**src/rtl/bf3_pkg.sv**
```systemverilog
`default_nettype none
// ----------------------------------------------------------------------------
// bf3_pkg
// Shared constants, types and result codes of the 3x3 box filter.
// ----------------------------------------------------------------------------
package bf3_pkg;

  localparam int FRAME_WIDTH  = 64;
  localparam int FRAME_HEIGHT = 64;
  localparam int PIXEL_BITS   = 8;

  localparam int COL_W = $clog2(FRAME_WIDTH);
  localparam int ROW_W = $clog2(FRAME_HEIGHT);

  // nine samples need four extra bits
  localparam int SUM_W     = PIXEL_BITS + 4;
  // floor(s/9) == (s * DIV_MUL) >> DIV_SHIFT for every s below 2**SUM_W
  localparam int DIV_SHIFT = SUM_W + 3;
  localparam int DIV_MUL   = ((1 << DIV_SHIFT) + 8) / 9;
  localparam int MULC_W    = $clog2(DIV_MUL + 1);
  localparam int PROD_W    = SUM_W + MULC_W;

  // result kinds raised by one item, emitted lowest first
  localparam int NUM_KINDS         = 4;
  localparam int RES_PREV_ROW      = 0;  // (y-1, x-1)
  localparam int RES_LAST_ROW      = 1;  // (y, x-1) on the last row
  localparam int RES_PREV_ROW_EDGE = 2;  // (y-1, W-1) at the last column
  localparam int RES_LAST_ROW_EDGE = 3;  // (y, W-1) bottom-right corner

  typedef logic [PIXEL_BITS-1:0] pix_t;
  typedef logic [ROW_W-1:0]      row_t;
  typedef logic [COL_W-1:0]      col_t;
  typedef logic [SUM_W-1:0]      sum_t;
  typedef logic [NUM_KINDS-1:0]  kind_mask_t;

  localparam row_t ROW_LAST = row_t'(FRAME_HEIGHT - 1);
  localparam col_t COL_LAST = col_t'(FRAME_WIDTH - 1);

  // one new window column: two rows from the line buffers plus the input
  typedef struct packed {
    pix_t top;
    pix_t mid;
    pix_t bot;
    row_t row;
    col_t col;
  } colvec_t;

  // one result waiting for the divide
  typedef struct packed {
    sum_t sum;
    row_t row;
    col_t col;
    logic run_end;
    logic frame_done;
  } job_t;

endpackage
`default_nettype wire

```
**src/rtl/bf3_if.sv**
```systemverilog
`default_nettype none
// ----------------------------------------------------------------------------
// bf3_if
// Valid/ready channels of the box filter: sample input and result output.
// ----------------------------------------------------------------------------
interface bf3_in_if import bf3_pkg::*; ();
  logic valid;
  logic ready;
  pix_t pixel_value;

  modport source (output valid, output pixel_value, input ready);
  modport sink   (input valid, input pixel_value, output ready);
endinterface

interface bf3_out_if import bf3_pkg::*; ();
  logic valid;
  logic ready;
  row_t out_row;
  col_t out_col;
  pix_t mean_value;
  logic run_end;
  logic frame_done;

  modport source (output valid, output out_row, output out_col, output mean_value,
                  output run_end, output frame_done, input ready);
  modport sink   (input valid, input out_row, input out_col, input mean_value,
                  input run_end, input frame_done, output ready);
endinterface
`default_nettype wire

```
**src/rtl/bf3_ram.sv**
```systemverilog
`default_nettype none
// ----------------------------------------------------------------------------
// bf3_ram
// Generic simple dual-port RAM: one write port, one read port, registered read.
// ----------------------------------------------------------------------------
module bf3_ram #(
  parameter  int WIDTH = 8,
  parameter  int DEPTH = 64,
  localparam int AW    = $clog2(DEPTH)
) (
  input  wire logic             clk,
  input  wire logic             we,
  input  wire logic [AW-1:0]    waddr,
  input  wire logic [WIDTH-1:0] wdata,
  input  wire logic             re,
  input  wire logic [AW-1:0]    raddr,
  output      logic [WIDTH-1:0] rdata
);

  logic [WIDTH-1:0] mem [DEPTH];

  always_ff @(posedge clk) begin
    if (we) begin
      mem[waddr] <= wdata;
    end
    if (re) begin
      rdata <= mem[raddr];
    end
  end

endmodule
`default_nettype wire

```
**src/rtl/bf3_linebuf.sv**
```systemverilog
`default_nettype none
// ----------------------------------------------------------------------------
// bf3_linebuf
// Raster position counters, two line buffers and the input stage. Hands the
// window one column per item: rows y-2, y-1 and the new sample of row y.
// ----------------------------------------------------------------------------
module bf3_linebuf import bf3_pkg::*; (
  input  wire logic    clk,
  input  wire logic    rst_n,
  bf3_in_if.sink       in_ch,
  output      logic    cv_valid,
  output      colvec_t cv,
  input  wire logic    cv_ready
);

  row_t row_r, row_nxt;
  col_t col_r, col_nxt;
  logic s1_v_r, s1_v_nxt;
  pix_t s1_pix_r;
  row_t s1_row_r;
  col_t s1_col_r;
  pix_t rd_prev;   // row y-1
  pix_t rd_prev2;  // row y-2
  logic acc;
  logic adv;

  assign in_ch.ready = !s1_v_r || cv_ready;
  assign acc         = in_ch.valid && in_ch.ready;
  assign adv         = s1_v_r && cv_ready;

  always_comb begin
    col_nxt = col_r;
    row_nxt = row_r;
    if (acc) begin
      if (col_r == COL_LAST) begin
        col_nxt = '0;
        row_nxt = (row_r == ROW_LAST) ? '0 : row_r + row_t'(1);
      end else begin
        col_nxt = col_r + col_t'(1);
      end
    end
    s1_v_nxt = acc ? 1'b1 : (adv ? 1'b0 : s1_v_r);
  end

  always_ff @(posedge clk) begin
    if (!rst_n) begin
      row_r  <= '0;
      col_r  <= '0;
      s1_v_r <= 1'b0;
    end else begin
      row_r  <= row_nxt;
      col_r  <= col_nxt;
      s1_v_r <= s1_v_nxt;
    end
  end

  always_ff @(posedge clk) begin
    if (acc) begin
      s1_pix_r <= in_ch.pixel_value;
      s1_row_r <= row_r;
      s1_col_r <= col_r;
    end
  end

  // line y-1; written with the sample as it leaves the input stage
  bf3_ram #(.WIDTH(PIXEL_BITS), .DEPTH(FRAME_WIDTH)) u_line_prev (
    .clk   (clk),
    .we    (adv),
    .waddr (s1_col_r),
    .wdata (s1_pix_r),
    .re    (acc),
    .raddr (col_r),
    .rdata (rd_prev)
  );

  // line y-2; takes over what line y-1 held at that column
  bf3_ram #(.WIDTH(PIXEL_BITS), .DEPTH(FRAME_WIDTH)) u_line_prev2 (
    .clk   (clk),
    .we    (adv),
    .waddr (s1_col_r),
    .wdata (rd_prev),
    .re    (acc),
    .raddr (col_r),
    .rdata (rd_prev2)
  );

  assign cv_valid = s1_v_r;
  assign cv.top   = rd_prev2;
  assign cv.mid   = rd_prev;
  assign cv.bot   = s1_pix_r;
  assign cv.row   = s1_row_r;
  assign cv.col   = s1_col_r;

endmodule
`default_nettype wire

```
**src/rtl/bf3_window.sv**
```systemverilog
`default_nettype none
// ----------------------------------------------------------------------------
// bf3_window
// 3x3 sample window, result sequencer and nine-tap sum. Emits the results of
// the newest column one per cycle while job_ready allows, with out-of-frame taps taken as center.
// ----------------------------------------------------------------------------
module bf3_window import bf3_pkg::*; (
  input  wire logic    clk,
  input  wire logic    rst_n,
  input  wire logic    cv_valid,
  input  wire colvec_t cv,
  output      logic    cv_ready,
  output      logic    job_valid,
  output      job_t    job,
  input  wire logic    job_ready
);

  pix_t       win_r [3][3];  // [column: oldest..newest][row: top..bot]
  row_t       y_r;
  col_t       x_r;
  kind_mask_t pend_r, pend_nxt;
  logic       job_v_r, job_v_nxt;
  job_t       job_r, job_nxt;

  kind_mask_t pick_oh;
  kind_mask_t pend_rest;
  kind_mask_t pend_load;
  logic       last;
  logic       emit;
  logic       load;
  logic       sel_bot;
  logic       sel_right;
  row_t       r_row;
  col_t       r_col;
  logic       top_out, bot_out, left_out, right_out;
  pix_t       center;
  pix_t       tap [3][3];
  sum_t       sum_nxt;

  assign pick_oh   = pend_r & (~pend_r + kind_mask_t'(1));
  assign pend_rest = pend_r & (pend_r - kind_mask_t'(1));
  assign last      = (pend_rest == '0);
  assign emit      = (pend_r != '0) && (!job_v_r || job_ready);
  assign cv_ready  = (pend_r == '0) || (emit && last);
  assign load      = cv_valid && cv_ready;

  always_comb begin
    pend_load                    = '0;
    pend_load[RES_PREV_ROW]      = (cv.col != '0) && (cv.row != '0);
    pend_load[RES_LAST_ROW]      = (cv.col != '0) && (cv.row == ROW_LAST);
    pend_load[RES_PREV_ROW_EDGE] = (cv.col == COL_LAST) && (cv.row != '0);
    pend_load[RES_LAST_ROW_EDGE] = (cv.col == COL_LAST) && (cv.row == ROW_LAST);
  end

  always_comb begin
    pend_nxt = pend_r;
    if (load) begin
      pend_nxt = pend_load;
    end else if (emit) begin
      pend_nxt = pend_rest;
    end
    job_v_nxt = emit ? 1'b1 : (job_ready ? 1'b0 : job_v_r);
  end

  // center of the picked result within the window
  assign sel_bot   = pick_oh[RES_LAST_ROW] | pick_oh[RES_LAST_ROW_EDGE];
  assign sel_right = pick_oh[RES_PREV_ROW_EDGE] | pick_oh[RES_LAST_ROW_EDGE];
  assign r_row     = sel_bot ? y_r : y_r - row_t'(1);
  assign r_col     = sel_right ? x_r : x_r - col_t'(1);
  assign top_out   = (r_row == '0);
  assign bot_out   = (r_row == ROW_LAST);
  assign left_out  = (r_col == '0);
  assign right_out = (r_col == COL_LAST);

  always_comb begin
    center  = win_r[2'd1 + 2'(sel_right)][2'd1 + 2'(sel_bot)];
    sum_nxt = '0;
    for (int i = 0; i < 3; i++) begin
      for (int j = 0; j < 3; j++) begin
        tap[i][j] = center;
        if (!((i == 0 && top_out) || (i == 2 && bot_out) ||
              (j == 0 && left_out) || (j == 2 && right_out))) begin
          tap[i][j] = win_r[2'(j) + 2'(sel_right)][2'(i) + 2'(sel_bot)];
        end
        sum_nxt = sum_nxt + SUM_W'(tap[i][j]);
      end
    end
  end

  always_comb begin
    job_nxt.sum        = sum_nxt;
    job_nxt.row        = r_row;
    job_nxt.col        = r_col;
    job_nxt.run_end    = last;
    job_nxt.frame_done = pick_oh[RES_LAST_ROW_EDGE];
  end

  always_ff @(posedge clk) begin
    if (!rst_n) begin
      pend_r  <= '0;
      job_v_r <= 1'b0;
    end else begin
      pend_r  <= pend_nxt;
      job_v_r <= job_v_nxt;
    end
  end

  always_ff @(posedge clk) begin
    if (load) begin
      win_r[0] <= win_r[1];
      win_r[1] <= win_r[2];
      win_r[2] <= '{cv.top, cv.mid, cv.bot};
      y_r      <= cv.row;
      x_r      <= cv.col;
    end
    if (emit) begin
      job_r <= job_nxt;
    end
  end

  assign job_valid = job_v_r;
  assign job       = job_r;

endmodule
`default_nettype wire

```
**src/rtl/bf3_mean.sv**
```systemverilog
`default_nettype none
// ----------------------------------------------------------------------------
// bf3_mean
// Divide by nine through a reciprocal multiply, into the output register.
// ----------------------------------------------------------------------------
module bf3_mean import bf3_pkg::*; (
  input  wire logic clk,
  input  wire logic rst_n,
  input  wire logic job_valid,
  input  wire job_t job,
  output      logic job_ready,
  bf3_out_if.source out_ch
);

  localparam logic [PROD_W-1:0] RECIP = PROD_W'(DIV_MUL);

  logic              out_v_r, out_v_nxt;
  row_t              row_r;
  col_t              col_r;
  pix_t              mean_r;
  logic              run_end_r;
  logic              frame_done_r;
  logic [PROD_W-1:0] prod;
  logic              take;

  assign job_ready = !out_v_r || out_ch.ready;
  assign take      = job_valid && job_ready;
  assign prod      = PROD_W'(job.sum) * RECIP;
  assign out_v_nxt = take ? 1'b1 : (out_ch.ready ? 1'b0 : out_v_r);

  always_ff @(posedge clk) begin
    if (!rst_n) begin
      out_v_r <= 1'b0;
    end else begin
      out_v_r <= out_v_nxt;
    end
  end

  always_ff @(posedge clk) begin
    if (take) begin
      row_r        <= job.row;
      col_r        <= job.col;
      mean_r       <= prod[DIV_SHIFT +: PIXEL_BITS];
      run_end_r    <= job.run_end;
      frame_done_r <= job.frame_done;
    end
  end

  assign out_ch.valid      = out_v_r;
  assign out_ch.out_row    = row_r;
  assign out_ch.out_col    = col_r;
  assign out_ch.mean_value = mean_r;
  assign out_ch.run_end    = run_end_r;
  assign out_ch.frame_done = frame_done_r;

endmodule
`default_nettype wire

```
**src/rtl/box_filter_3x3_edge_center_unit.sv**
```systemverilog
`default_nettype none
// ----------------------------------------------------------------------------
// box_filter_3x3_edge_center_unit
// 3x3 truncated-mean filter over a raster-scanned frame, edges padded with
// the center sample.
//
//   channel  dir  payload                                        handshake
//   in_ch    in   pixel_value                                    valid/ready
//   out_ch   out  out_row, out_col, mean_value, run_end,         valid/ready
//                 frame_done
//
// One item per cycle while it raises at most one result and out_ch does not
// stall. An item raising two to four results (row ends, last row) holds off
// the next item, and so in_ch.ready, until its last result is emitted: the
// window stage emits one result per cycle when job_ready allows. Four
// register stages (input, window, sum, output) lie between in_ch and out_ch.
// Reset clears the position counters and all valid flags; line buffers are
// not cleared and their contents are never used at rows not yet written.
// Stalls on out_ch back up through the stages to in_ch.ready.
// ----------------------------------------------------------------------------
module box_filter_3x3_edge_center_unit import bf3_pkg::*; (
  input  wire logic clk,
  input  wire logic rst_n,
  bf3_in_if.sink    in_ch,
  bf3_out_if.source out_ch
);

  logic    cv_valid;
  colvec_t cv;
  logic    cv_ready;
  logic    job_valid;
  job_t    job;
  logic    job_ready;

  bf3_linebuf u_linebuf (
    .clk      (clk),
    .rst_n    (rst_n),
    .in_ch    (in_ch),
    .cv_valid (cv_valid),
    .cv       (cv),
    .cv_ready (cv_ready)
  );

  bf3_window u_window (
    .clk       (clk),
    .rst_n     (rst_n),
    .cv_valid  (cv_valid),
    .cv        (cv),
    .cv_ready  (cv_ready),
    .job_valid (job_valid),
    .job       (job),
    .job_ready (job_ready)
  );

  bf3_mean u_mean (
    .clk       (clk),
    .rst_n     (rst_n),
    .job_valid (job_valid),
    .job       (job),
    .job_ready (job_ready),
    .out_ch    (out_ch)
  );

  a_frame_done_corner: assert property (@(posedge clk) disable iff (!rst_n)
    out_ch.valid && out_ch.frame_done |->
      out_ch.run_end && out_ch.out_row == ROW_LAST && out_ch.out_col == COL_LAST)
    else $error("frame_done away from the last result of the corner");

  a_job_corner_last: assert property (@(posedge clk) disable iff (!rst_n)
    job_valid && job.frame_done |-> job.run_end)
    else $error("corner result not last of its item");

  a_reset_quiet: assert property (@(posedge clk)
    !rst_n |=> !out_ch.valid && !job_valid && !cv_valid)
    else $error("stage valid after reset");

endmodule
`default_nettype wire
```
**src/flat_wrapper.sv**
```systemverilog
// flat-port wrapper written by rule: the top's interface ports become plain ports
module box_filter_3x3_edge_center_unit_flat import bf3_pkg::*;
  (clk, rst_n, in_ch_valid, in_ch_pixel_value, in_ch_ready, out_ch_valid, out_ch_out_row, out_ch_out_col, out_ch_mean_value, out_ch_run_end, out_ch_frame_done, out_ch_ready);
  bf3_in_if in_ch_i ();
  bf3_out_if out_ch_i ();
  input  wire logic clk;
  input  wire logic rst_n;
  input wire logic [$bits(in_ch_i.valid)-1:0] in_ch_valid;
  input wire logic [$bits(in_ch_i.pixel_value)-1:0] in_ch_pixel_value;
  output wire logic [$bits(in_ch_i.ready)-1:0] in_ch_ready;
  output wire logic [$bits(out_ch_i.valid)-1:0] out_ch_valid;
  output wire logic [$bits(out_ch_i.out_row)-1:0] out_ch_out_row;
  output wire logic [$bits(out_ch_i.out_col)-1:0] out_ch_out_col;
  output wire logic [$bits(out_ch_i.mean_value)-1:0] out_ch_mean_value;
  output wire logic [$bits(out_ch_i.run_end)-1:0] out_ch_run_end;
  output wire logic [$bits(out_ch_i.frame_done)-1:0] out_ch_frame_done;
  input wire logic [$bits(out_ch_i.ready)-1:0] out_ch_ready;
  assign in_ch_i.valid = in_ch_valid;
  assign in_ch_i.pixel_value = in_ch_pixel_value;
  assign in_ch_ready = in_ch_i.ready;
  assign out_ch_valid = out_ch_i.valid;
  assign out_ch_out_row = out_ch_i.out_row;
  assign out_ch_out_col = out_ch_i.out_col;
  assign out_ch_mean_value = out_ch_i.mean_value;
  assign out_ch_run_end = out_ch_i.run_end;
  assign out_ch_frame_done = out_ch_i.frame_done;
  assign out_ch_i.ready = out_ch_ready;
  box_filter_3x3_edge_center_unit u_core (.clk(clk), .rst_n(rst_n), .in_ch(in_ch_i), .out_ch(out_ch_i));
endmodule
```
**config.mk**
```make
export PLATFORM = sky130hd
export DESIGN_NAME = box_filter_3x3_edge_center_unit_flat
export DESIGN_NICKNAME = d
export VERILOG_FILES = /design/src/rtl/bf3_pkg.sv /design/src/rtl/bf3_if.sv /design/src/rtl/bf3_ram.sv /design/src/rtl/bf3_linebuf.sv /design/src/rtl/bf3_window.sv /design/src/rtl/bf3_mean.sv /design/src/rtl/box_filter_3x3_edge_center_unit.sv /design/src/flat_wrapper.sv
export SDC_FILE = /design/constraint.sdc
export NUM_CORES = 2
export LEC_CHECK = 0
export BUFFER_PORTS_ARGS = -buffer_cell sky130_fd_sc_hd__buf_2
export CORE_UTILIZATION = 40
export CTS_CLUSTER_SIZE = 40
export DETAILED_ROUTE_END_ITERATION = 12
export GPL_TIMING_DRIVEN = 0
export PLACE_DENSITY = 0.63
export SETUP_SLACK_MARGIN = 0.4
export SKIP_LAST_GASP = 1
export SLEW_MARGIN = 20
export SYNTH_ARGS = -nofsm -noshare
export SYNTH_HDL_FRONTEND = slang
export SYNTH_SLANG_ARGS = --single-unit
```
**constraint.sdc**
```tcl
create_clock -name clk -period 13.2 [get_ports clk]
set_input_delay 0 -clock clk [delete_from_list [all_inputs] [get_ports clk]]
set_output_delay 0 -clock clk [all_outputs]
set_load 0.01 [all_outputs]
```
==> qor.yml <==
antenna_found_initial: 1
r2r_start: "u_core.u_window.x_r[0]"
path_buf_inv: 6
cp.required_ns: 13.60
vias: 26000
async_flop_share_pct: 0
dieHeight_um: 359
synth_area_per_cell_sq_um: 19.6
nets: 3042
antenna_left: 0
vdd_drop_max_mv: 0.342
cts_buffer_depth: 3
final_common_cell: "edfxtp_1"
die-area_sq_um: 129000
max_stage_delay_ns: 0.79
rsz0062_at_grt: "no"
die_w_um: 359
p_seq_share_pct: 43.2
cp_top_family: "adder cells"
slowest_stage: "a21oi_1"
wl_mm: 125
final_area_sq_um: 59000
min_delay_path_depth: 2
syn_nets: 2787
grt_pass1_wl_mm: 182
rr_worst_depth: 24
post-dp-hpwl_mm: 87.3
io_buffer_count: 35
min_period_over_period_pct: 54.1
crit_arrival_ns: 7.54
worstSetupPathType: "reg2reg"
design.core.area_sq_um: 126000
relSlewSlack_pct: 25.6
ys_ff_latch: 1211
fmax_ghz: 0.140
grt-ovfl-total: 0
seq_area_frac_synth_pct: 70.8
grt_max_degree: 65
yosysWarningCount: 0
maxCapViolCount: 0
grt.total_usage_pct: 19.4
hold_viol_final: 0
clkPwrFrac_pct: 32.5
drive_above_1_share_pct: 24.7
ys_types: 68
tightest_slew_ns: 1.11
cts.sinks: 1211
crit_path_start_kind: "flop"
min_path_type: "in2reg"
p_int_w: 0.00730
cts_root_buf: "clkbuf_16"
clk_pin_slew_worst_paths_ns: 0.06
clock_latency_ns: 0.76
yosys_most_used_dff: "edfxtp_1"
status: "complete, no violations"
cts_made_buffers: 117
cts_resized: 0
swShare_pct: 28.8
period_minus_slack_ns: 7.15
setup_violations: 0
cp-end-kind: "flop"
grt_pass1_vias: 27000
min_to: "u_core.u_linebuf.s1_pix_r[6]"
rrSetupSlack_ns: 6.05
skew_ns: 0.0754
tns_ns: 0
area_delta_synth_final_pct: 15.6
path_max_fanout: 9
htreeDepth: 3
ios: 36
avgRoutedWirePerCell_um: 27.1
dr.pass1.iters: 6
cts_tree: "built"
start_util_pct: 40.5
p_switching_w: 0.00295
maxSlewViolCount: 0
syn_area_sq_um: 51100
drc: 0
r2r-end: "u_core.u_window.job[25]"
total_power_w: 0.0103
first_iter_violations: 3071
p_per_area_nw_per_um2: 174
p_leak_nw: 19.2
dp_slack_ns: 6.05
path_cells: "clkbuf_1, inv_1, ha_1, nor3b_1, nor2b_1, o211ai_1, a21oi_1, o21bai_1, buf_2, mux2i_1, fa_1, inv_1, fa_1, fa_1, inv_1, fa_1, inv_1, ha_1, a21o_1, a21oi_1, nand2b_1, a21boi_0, o41ai_1, o21ai_0"
via_per_inst: 5.63
synth-edff-count: 1192
layout_common_cells: "edfxtp_1 (1,192), mux4_2 (311), inv_1 (130)"
placed_cell_area_sq_um: 55000
globalplace.congestion: 0.853
p_comb_share_pct: 24.4
syn_inst: 2609
setup_slack_ns: 6.05
rows: 130
worstHoldStart: "in_ch_pixel_value[6]"
-- layout make-up --
cell class                 count  area [sq um]
clock inverter                71           763
clock buffer                 150          3080
multi-input combinational   1147         14200
sequential                  1211         36200
tap                         1650          2060
fill                       10400         67200
antenna                        2          5.00
buffer                       120           544
inverter                     131           492
timing repair buffer         136          1720
-- worst register-to-register path: cells and delay by family, from the launching register on --
family,cells,cell delay [ns]
buf+inv,6,0.78
compound gates,8,2.34
fa+ha+maj,6,2.36
simple gates,3,0.68
mux,1,0.29
flops,1,0.37
-- registers in the layout, indices dropped and copies added, names as in the netlist --
name	count
u_core.u_mean.out_ch.out_col	6
u_core.u_window.win_r	72
u_core.u_linebuf.s1_pix_r	8
u_core.u_mean.out_ch.mean_value	8
u_core.u_window.x_r	6
u_core.u_linebuf.u_line_prev2.mem	512
u_core.u_linebuf.u_line_prev.rdata	8
u_core.u_window.y_r	6
u_core.u_linebuf.row_r	6
u_core.u_linebuf.s1_row_r	6
u_core.u_mean.out_ch.valid	1
u_core.u_linebuf.s1_col_r	6
u_core.u_window.pend_r	4
u_core.u_linebuf.col_r	6
u_core.u_window.job_valid	1
u_core.u_window.job	26
u_core.u_mean.out_ch.out_row	6
u_core.u_mean.out_ch.frame_done	1
u_core.u_linebuf.cv_valid	1
u_core.u_linebuf.u_line_prev2.rdata	8
u_core.u_mean.out_ch.run_end	1
u_core.u_linebuf.u_line_prev.mem	512
-- worst max-delay path by stage --
stage	endpoint	cells past startpoint	slack, ns	start
3_5_place_dp	u_core.u_window.job[22]	26	6.05	u_core.u_window.x_r[0]
3_3_place_gp	u_core.u_window.job[22]	26	6.18	u_core.u_window.x_r[0]
4_1_cts	u_core.u_window.job[22]	26	6.03	u_core.u_window.x_r[0]
2_1_floorplan	u_core.u_window.job[22]	26	7.30	u_core.u_window.x_r[0]
6_report	u_core.u_window.job[25]	24	6.05	u_core.u_window.x_r[0]
5_1_grt	u_core.u_window.job[22]	26	5.62	u_core.u_window.x_r[0]
-- kinds of logic after synthesis --
family,share of synthesized area [%]
DFF,70.8
adders and majority gates,5.32
AOI/OAI and AO/OA,2.59
buffers and inverters,2.01
xor gates and xnor gates,0.497
muxes,15.6
and+or+nand+nor,3.20
-- per-layer routing --
layer  global-route usage (%)  routed length [um]  part of all wire [%]
met2                     32.9               62700                    50
met4                     6.73                4340                   3.5
met5                        0                  12                0.0096
met3                     3.35                9170                   7.3
met1                     25.0               49000                    39
-- Yosys cell counts, types with 4 or more instances --
cell type	count	area (sq um)
o21a_1	6	45.0
a22oi_1	6	45.0
a221o_1	11	110
xnor2_1	24	210
nor2b_1	29	181
o22ai_1	20	125
mux4_2	311	7000
fa_1	84	1680
ha_1	82	1030
a22o_1	9	78.8
inv_1	131	492
and3_1	5	31.3
mux2_2	4	45.0
xor2_1	5	43.8
buf_4	5	37.5
nand2_1	123	462
dfxtp_1	19	380
buf_2	36	180
buf_1	14	52.6
a21boi_0	7	52.6
a21oi_1	41	205
a31oi_1	9	56.3
nand3_1	23	115
or3_1	12	75.1
nor3_1	8	40.0
nand4_1	7	43.8
o31ai_1	5	37.5
a211oi_1	12	90.1
nor2_1	108	405
edfxtp_1	1192	35800
clkbuf_1	62	233
o21ai_0	30	150
nand2b_1	8	50.1
and2_1	6	37.5
o211ai_1	12	90.1
mux2i_1	88	881
-- metrics by stage --
stage / utilization (%) / hold slack [ns] / cells
after global placement: 42.2 / 0.182 / 4294
after CTS: 46.8 / 0.0735 / 4616
after global routing: 46.8 / 0.0963 / 4616
after floorplan: - / 0.0989 / 2609
final: 46.8 / 0.118 / 4618
after detailed placement: 43.6 / 0.179 / 4378
-- power groups by stage --
stage / Clock, W / Sequential, W / Combinational, W
2_1_floorplan: 0 / 0.00453 / 0.00170
3_3_place_gp: 0 / 0.00458 / 0.00236
3_5_place_dp: 0 / 0.00451 / 0.00253
4_1_cts: 0.00338 / 0.00443 / 0.00256
5_1_grt: 0.00352 / 0.00443 / 0.00278
6_report: 0.00333 / 0.00443 / 0.00250
-- repair_timing --
action / 4_1_cts / 5_1_grt
setup buffers: 0 / 0
hold buffers: 17 / 0
endpoints found under the hold margin: 36 / 0
Note: power is estimated with default switching activity, not from simulation.
